==> src/design/ist_pkg.sv <==
// Shared constants, request/status codes and the cell control struct
// for the id set table. No dependencies.
package ist_pkg;

	localparam int unsigned IST_DEPTH = 16;
	localparam int unsigned IDENT_W   = 64;
	localparam int unsigned POS_W     = 4;
	localparam int unsigned CNT_W     = 5;

	localparam logic [1:0] REQ_ADD    = 2'd0;
	localparam logic [1:0] REQ_REMOVE = 2'd1;
	localparam logic [1:0] REQ_CHECK  = 2'd2;
	localparam logic [1:0] REQ_CLEAR  = 2'd3;

	localparam logic [1:0] ST_OK        = 2'd0;
	localparam logic [1:0] ST_NOT_FOUND = 2'd1;
	localparam logic [1:0] ST_FULL      = 2'd2;
	localparam logic [1:0] ST_EMPTIED   = 2'd3;

	// Per-cycle commands broadcast to every cell of the row
	typedef struct packed {
		logic cmp;      // compare the incoming ident against the stored entry
		logic append;   // write the ident into the cell at the fill point
		logic shift;    // cells at or above the hit take their upper neighbor
	} ist_ctl_t;

endpackage

==> src/design/ist_cell.sv <==
// One storage cell of the id set table row: an entry, its compare and
// its shift-down path. Depends on ist_pkg.
module ist_cell import ist_pkg::*; #(
	parameter int unsigned IDX   = 0,
	parameter int unsigned CW    = 5,
	parameter int unsigned PW    = 4
) (
	input  logic                clk,
	input  logic                arst_n,
	input  ist_ctl_t            ctl,
	input  logic [IDENT_W-1:0]  ident,
	input  logic [CW-1:0]       count,
	input  logic [PW-1:0]       pos,
	input  logic [IDENT_W-1:0]  upper_entry,
	output logic [IDENT_W-1:0]  entry,
	output logic                match
);

	localparam logic [CW-1:0] IDX_C = CW'(IDX);
	localparam logic [PW-1:0] IDX_P = PW'(IDX);

	logic [IDENT_W-1:0] entry_q;
	logic               match_q;

	// entry store has no reset: count marks what is valid
	always_ff @(posedge clk) begin
		if (ctl.append && (count == IDX_C)) begin
			entry_q <= ident;
		end else if (ctl.shift && (IDX_P >= pos)) begin
			entry_q <= upper_entry;
		end
	end

	always_ff @(posedge clk or negedge arst_n) begin
		if (!arst_n) begin
			match_q <= 1'b0;
		end else if (ctl.cmp) begin
			match_q <= (IDX_C < count) && (entry_q == ident);
		end
	end

	assign entry = entry_q;
	assign match = match_q;

endmodule

==> src/design/id_set_table.sv <==
// Top level of the id set table: request/result stream ports, control
// and the row of ist_cell storage cells. Depends on ist_pkg, ist_cell.
//
// Usage:
//   A set of up to DEPTH distinct 64-bit identifiers. Each request item on
//   the s_ channel carries a request kind in s_tuser (add, remove, check,
//   clear) and an identifier in s_tdata. Every request gives exactly one
//   result item on the m_ channel: a status code in m_tuser and found,
//   position and entry_count in m_tdata.
//   Each accepted request is registered and compared; its update step then
//   loads the result into the output register once the output is free,
//   which raises m_tvalid. A new request is not accepted until the last
//   has finished its update step. The compare step checks the identifier
//   against every cell in parallel; the update step resolves the hit,
//   updates the cells (append at the fill point, or shift the cells above
//   a removed entry down by one) and loads the result. s_tready stays low
//   while a request sits between those two steps.
//   Stall: while a result waits on m_tready, the next request is still
//   accepted and compared; its update step holds until the result
//   register is taken, so no result is lost or reordered.
//   Reset: the count and the handshake state clear at once; the cells
//   themselves are not cleared, the count alone marks valid entries. No
//   clearing pass is needed, items are accepted right after reset.
module id_set_table import ist_pkg::*; #(
	parameter int unsigned DEPTH = IST_DEPTH
) (
	input  logic         clk,
	input  logic         arst_n,
	input  logic         s_tvalid,
	output logic         s_tready,
	input  logic [63:0]  s_tdata,   // [63:0] ident
	input  logic [1:0]   s_tuser,   // [1:0] req_type
	output logic         m_tvalid,
	input  logic         m_tready,
	output logic [15:0]  m_tdata,   // [0] found, [4:1] position, [9:5] entry_count
	output logic [1:0]   m_tuser    // [1:0] status
);

	localparam int unsigned CW = $clog2(DEPTH + 1);
	localparam int unsigned PW = (DEPTH > 1) ? $clog2(DEPTH) : 1;
	localparam logic [CW-1:0] DEPTH_C = CW'(DEPTH);

	logic                 s_fire;
	logic                 upd_fire;
	logic                 busy_q;
	logic [1:0]           req_s1;
	logic [IDENT_W-1:0]   ident_s1;
	logic [CW-1:0]        count_q;
	logic [DEPTH-1:0]     match;
	logic [IDENT_W-1:0]   entry   [DEPTH];
	logic [IDENT_W-1:0]   upper   [DEPTH];
	ist_ctl_t             ctl;

	logic                 hit;
	logic [PW-1:0]        pos;
	logic                 full;
	logic [CW-1:0]        count_nxt;
	logic [1:0]           status_nxt;

	logic [PW+POS_W-1:0]  pos_ext;
	logic [CW+CNT_W-1:0]  cnt_ext;

	logic                 m_tvalid_q;
	logic [1:0]           status_q;
	logic                 found_q;
	logic [POS_W-1:0]     position_q;
	logic [CNT_W-1:0]     entry_count_q;

	// Accept only when no request is waiting for its update step
	assign s_tready = !busy_q;
	assign s_fire   = s_tvalid && s_tready;
	// Advance the update step once the result register is free
	assign upd_fire = busy_q && (!m_tvalid_q || m_tready);

	always_ff @(posedge clk or negedge arst_n) begin
		if (!arst_n) begin
			busy_q <= 1'b0;
		end else if (s_fire) begin
			busy_q <= 1'b1;
		end else if (upd_fire) begin
			busy_q <= 1'b0;
		end
	end

	always_ff @(posedge clk) begin
		if (s_fire) begin
			req_s1   <= s_tuser;
			ident_s1 <= s_tdata;
		end
	end

	// Entries are unique, so at most one cell matches: fold its index in
	always_comb begin
		hit = 1'b0;
		pos = '0;
		if (req_s1 != REQ_CLEAR) begin
			for (int unsigned i = 0; i < DEPTH; i++) begin
				if (match[i]) begin
					hit = 1'b1;
					pos = pos | PW'(i);
				end
			end
		end
	end

	assign full = (count_q == DEPTH_C);

	always_comb begin
		count_nxt  = count_q;
		status_nxt = ST_OK;
		ctl.cmp    = s_fire;
		ctl.append = 1'b0;
		ctl.shift  = 1'b0;
		unique case (req_s1)
			REQ_ADD: begin
				if (!hit) begin
					if (full) begin
						status_nxt = ST_FULL;
					end else begin
						ctl.append = upd_fire;
						count_nxt  = count_q + CW'(1);
					end
				end
			end
			REQ_REMOVE: begin
				if (!hit) begin
					status_nxt = ST_NOT_FOUND;
				end else begin
					ctl.shift  = upd_fire;
					count_nxt  = count_q - CW'(1);
					status_nxt = (count_nxt == '0) ? ST_EMPTIED : ST_OK;
				end
			end
			REQ_CHECK: begin
				status_nxt = hit ? ST_OK : ST_NOT_FOUND;
			end
			REQ_CLEAR: begin
				count_nxt = '0;
			end
			default: begin
				count_nxt = count_q;
			end
		endcase
	end

	always_ff @(posedge clk or negedge arst_n) begin
		if (!arst_n) begin
			count_q <= '0;
		end else if (upd_fire) begin
			count_q <= count_nxt;
		end
	end

	// Row of cells; each takes its upper neighbor on a shift
	for (genvar g = 0; g < DEPTH; g++) begin : g_cell
		if (g == DEPTH - 1) begin : g_top
			assign upper[g] = '0;
		end else begin : g_mid
			assign upper[g] = entry[g+1];
		end
		ist_cell #(
			.IDX (g),
			.CW  (CW),
			.PW  (PW)
		) u_cell (
			.clk         (clk),
			.arst_n      (arst_n),
			.ctl         (ctl),
			.ident       (ctl.cmp ? s_tdata : ident_s1),
			.count       (count_q),
			.pos         (pos),
			.upper_entry (upper[g]),
			.entry       (entry[g]),
			.match       (match[g])
		);
	end

	// Report the low bits of position and count
	assign pos_ext = {{POS_W{1'b0}}, pos};
	assign cnt_ext = {{CNT_W{1'b0}}, count_nxt};

	// Result register; drop it when the receiver takes it
	always_ff @(posedge clk or negedge arst_n) begin
		if (!arst_n) begin
			m_tvalid_q <= 1'b0;
		end else if (upd_fire) begin
			m_tvalid_q <= 1'b1;
		end else if (m_tready) begin
			m_tvalid_q <= 1'b0;
		end
	end

	always_ff @(posedge clk) begin
		if (upd_fire) begin
			status_q      <= status_nxt;
			found_q       <= hit;
			position_q    <= pos_ext[POS_W-1:0];
			entry_count_q <= cnt_ext[CNT_W-1:0];
		end
	end

	assign m_tvalid = m_tvalid_q;
	assign m_tuser  = status_q;
	assign m_tdata  = {6'b0, entry_count_q, position_q, found_q};

	a_count_bound: assert property (@(posedge clk) disable iff (!arst_n)
		count_q <= DEPTH_C)
		else $error("entry count above capacity");

	a_unique_hit: assert property (@(posedge clk) disable iff (!arst_n)
		busy_q |-> $onehot0(match))
		else $error("identifier matched in more than one cell");

	a_result_loaded: assert property (@(posedge clk) disable iff (!arst_n)
		upd_fire |=> m_tvalid && !busy_q)
		else $error("update step did not load a result");

	a_accept_busy: assert property (@(posedge clk) disable iff (!arst_n)
		s_fire |=> busy_q)
		else $error("accepted item not held for update");

endmodule
==> config.mk <==
export PLATFORM = sky130hd
export DESIGN_NAME = id_set_table
export DESIGN_NICKNAME = d
export VERILOG_FILES = /design/src/design/ist_pkg.sv /design/src/design/ist_cell.sv /design/src/design/id_set_table.sv
export SDC_FILE = /design/constraint.sdc
export NUM_CORES = 2
export LEC_CHECK = 0
export BUFFER_PORTS_ARGS = -buffer_cell sky130_fd_sc_hd__buf_2
export CORE_ASPECT_RATIO = 1.25
export CORE_UTILIZATION = 33
export DETAILED_ROUTE_END_ITERATION = 7
export PLACE_DENSITY = 0.55
export REMOVE_ABC_BUFFERS = 1
export SYNTH_ARGS = -nofsm -noshare
export SYNTH_HDL_FRONTEND = slang
export SYNTH_SLANG_ARGS = --single-unit
==> constraint.sdc <==
create_clock -name clk -period 11.95 [get_ports clk]
set_clock_uncertainty 0.1 [all_clocks]
set_input_delay 1.195 -clock clk [delete_from_list [all_inputs] [get_ports clk]]
set_output_delay 1.195 -clock clk [all_outputs]
set_load 0.02 [all_outputs]
==> flow_metrics.py <==
metrics = {
    "die": {
        "rows": 174,
        "ioPinCount": 90,
        "die_w_um": 384,
        "die_h_um": 479,
        "core_area_mm2": 0.180,
        "initial_utilization_pct": 33.3,
        "die_area_mm2": 0.184,
    },
    "global_route": {
        "grt_max_degree": 96,
        "grt_pass1_wl_mm": 496,
        "grt_antenna_before_repair": 33,
        "grt-ovfl-total": 0,
        "grt_usage_pct": 40.9,
        "grt_pass1_vias": 51500,
    },
    "place": {
        "dp_hpwl_mm": 276,
        "port_buffers": 83,
        "place_congestion": 1.09,
        "pre_cts_ws_ps": 5640,
        "dp_cells": 8064,
    },
    "worst_setup_path": {
        "endpoint_kind": "register",
        "crit_path_max_fanout": 54,
        "critical_path.top_delay_family": "simple AND/OR/NAND/NOR gates",
        "critPathKind": "register to register",
        "worstPathCellList": "nor4_2, nand4_1, or4_4, nor2b_1, nand3_4, nand2_2, buf_4",
        "start_kind": "register",
        "crit_buf_inv": 1,
        "worstPathRequired_ps": 12300,
        "slowest_delay_ps": 910,
        "critical_path.startpoint": "g_cell[14].u_cell.match",
        "cp_slowest_cell": "or4_4",
        "reg2reg_from": "g_cell[14].u_cell.match",
        "worstPathArrival_ps": 6250,
    },
    "sta": {
        "rsz0062_at_grt": "no",
        "slew_viol_final": 2,
        "fin_crit_ps": 5900,
        "tightest_slew_ps": 1490,
        "fin_crit_sh_pct": 49.4,
        "hold_viol": 0,
        "fin_ws_ps": 6050,
        "setup_tns_ps": 0,
        "setup_violations": 0,
        "max_freq_mhz": 169,
        "slew_headroom_pct": -0.236,
    },
    "synthesis": {
        "async_reset_ff_share_pct": 2.04,
        "ys_types": 80,
        "ys_ff_latch": 1125,
        "synth_compound_area_share_pct": 16.4,
        "synthSimpleGateAreaFrac_pct": 11.5,
        "syn_inst": 5886,
        "synth_xor_area_share_pct": 9.93,
        "synth_top_family_by_area": "compound AO/OA/AOI/OAI gates",
        "synth_ff_type": "edfxtp_1",
        "synth-edff-count": 1038,
        "avgSynthCellArea_um2": 10.2,
        "synth_mux_area_share_pct": 1.88,
        "yosys_warnings": 0,
        "netlist_area_mm2": 0.0601,
        "yosysSeqAreaShare_pct": 55.0,
        "synth_adder_area_share_pct": 0.125,
    },
    "run_status": {
        "outcome": "complete, but fails checks",
        "violations": "design-rule violations, max-capacitance violations, max-slew violations",
    },
    "cts": {
        "clkSinkCount": 1125,
        "htree_levels": 4,
        "post_cts_buffers": 0,
        "cts_buffer_depth": 3,
        "cts_root_buffer": "clkbuf_16",
        "clock_latency_ps": 840,
        "ctsResizeCount": 0,
        "cts_tree": "yes",
        "cts_made_buffers": 134,
        "holdBufCountCts": 0,
        "clk_pin_slew_ps": 60,
    },
    "routing": {
        "drt_iter0_markers": 8653,
        "dr.pass1.iters": 8,
        "drc": 33,
        "vias": 53500,
        "drt_wl_total_mm": 382,
        "drt.antenna.violating_nets": 0,
        "via_per_inst": 6.44,
        "wl_per_cell_um": 45.9,
    },
    "pwr": {
        "power.density_mw_per_mm2": 237,
        "power.ir.vdd_worst_uv": 145,
        "leakage_uw": 0.0246,
    },
    "final_layout": {
        "mostFrequentLayoutCell": "nand2_1",
        "fin_cells": 8318,
        "area_growth_pct": 13.0,
        "fillers": 18200,
        "nets": 5900,
        "final_cell_mix": "1051 x nand2_1, 1038 x edfxtp_1, 910 x o21ai_0, 389 x xnor2_1, 292 x xor2_1",
        "layout-drive-gt1-share_pct": 10.0,
    },
    "flow_run": {
        "max_cap_violations": 2,
    },
    "min_path": {
        "hold_path.class": "input pin to asynchronous set/reset pin",
    },
}
[synthesized netlist by cell type (all sizes together), types with 73 or more instances]
cell	instances	area share, %
nand4	96	1.0
nor2	176	1.1
o22ai	136	1.4
nand2	1079	6.7
buf	159	1.6
clkbuf	326	2.0
inv	253	1.6
nor4	117	1.2
edfxtp	1038	52
a21oi	76	0.63
a221oi	73	1.1
xnor2	389	5.7
xor2	292	4.3
o21ai	1057	8.8
[cell type report]
cell class                      count  area (µm²)  area share (%)
Sequential cell                  1125       33000            48.6
Multi-Input combinational cell   4027       24600            36.2
Clock buffer                      164        3480            5.12
Tap cell                         2376        2970            4.38
Timing Repair Buffer              282        1940            2.85
Inverter                          254         961            1.42
Clock inverter                     78         923            1.36
Antenna cell                       12        30.0          0.0442
[where the power goes]
group / switching, µW / total [µW] / leakage, µW / internal, µW
clock network: 1900 / 4260 / 0.00213 / 2360
registers: 411 / 4840 / 0.00960 / 4430
logic: 5440 / 7010 / 0.0129 / 1570
[logic make-up after synthesis]
group | after synthesis
XOR/XNOR | 681
flip-flops | 1125
other | 1
adder cells (fa/ha/maj) | 6
AO/OA/AOI/OAI | 1663
buffers and inverters | 739
multiplexers | 66
AND/OR/NAND/NOR | 1605
[state kept, by name, indices dropped and copies added (netlist names)]
register / cells
busy_q: 1
count_q: 5
entry_count_q: 5
found_q: 1
g_cell.u_cell.entry: 1024
g_cell.u_cell.match: 16
ident_s1: 64
m_tuser: 2
m_tvalid: 1
position_q: 4
req_s1: 2
[per-layer routing]
layer,GRT usage (%),routed length (µm)
met5,0,94
met4,36.7,41400
met3,10.0,37400
met2,62.6,168000
met1,47.5,135000
[path summary, 6_finish.rpt]
check	cells past startpoint	end	slack (ps)
setup reg to reg	7	g_cell[3].u_cell.entry[21]	6050
max in group asynchronous	1	g_cell[12].u_cell.match	10850
hold / removal	1	count_q[0]	350
hold reg to reg	2	g_cell[0].u_cell.entry[61]	460
min in group clk	2	g_cell[0].u_cell.entry[61]	460
setup / recovery	7	g_cell[3].u_cell.entry[21]	6050
[stage by stage]
step / total power, µW / hold slack (ps) / utilization, % / instance area (µm²)
after global routing: 16000 / 321 / 37.7 / 67900
after CTS: 15700 / 317 / 37.7 / 67900
final: 16100 / 351 / 37.7 / 67900
after floorplan: 7410 / 350 / - / 57900
after detailed placement: 11500 / 450 / 35.2 / 63500
after global placement: 11500 / 430 / 35.2 / 63500
Note: power is estimated with default switching activity, not from simulation.
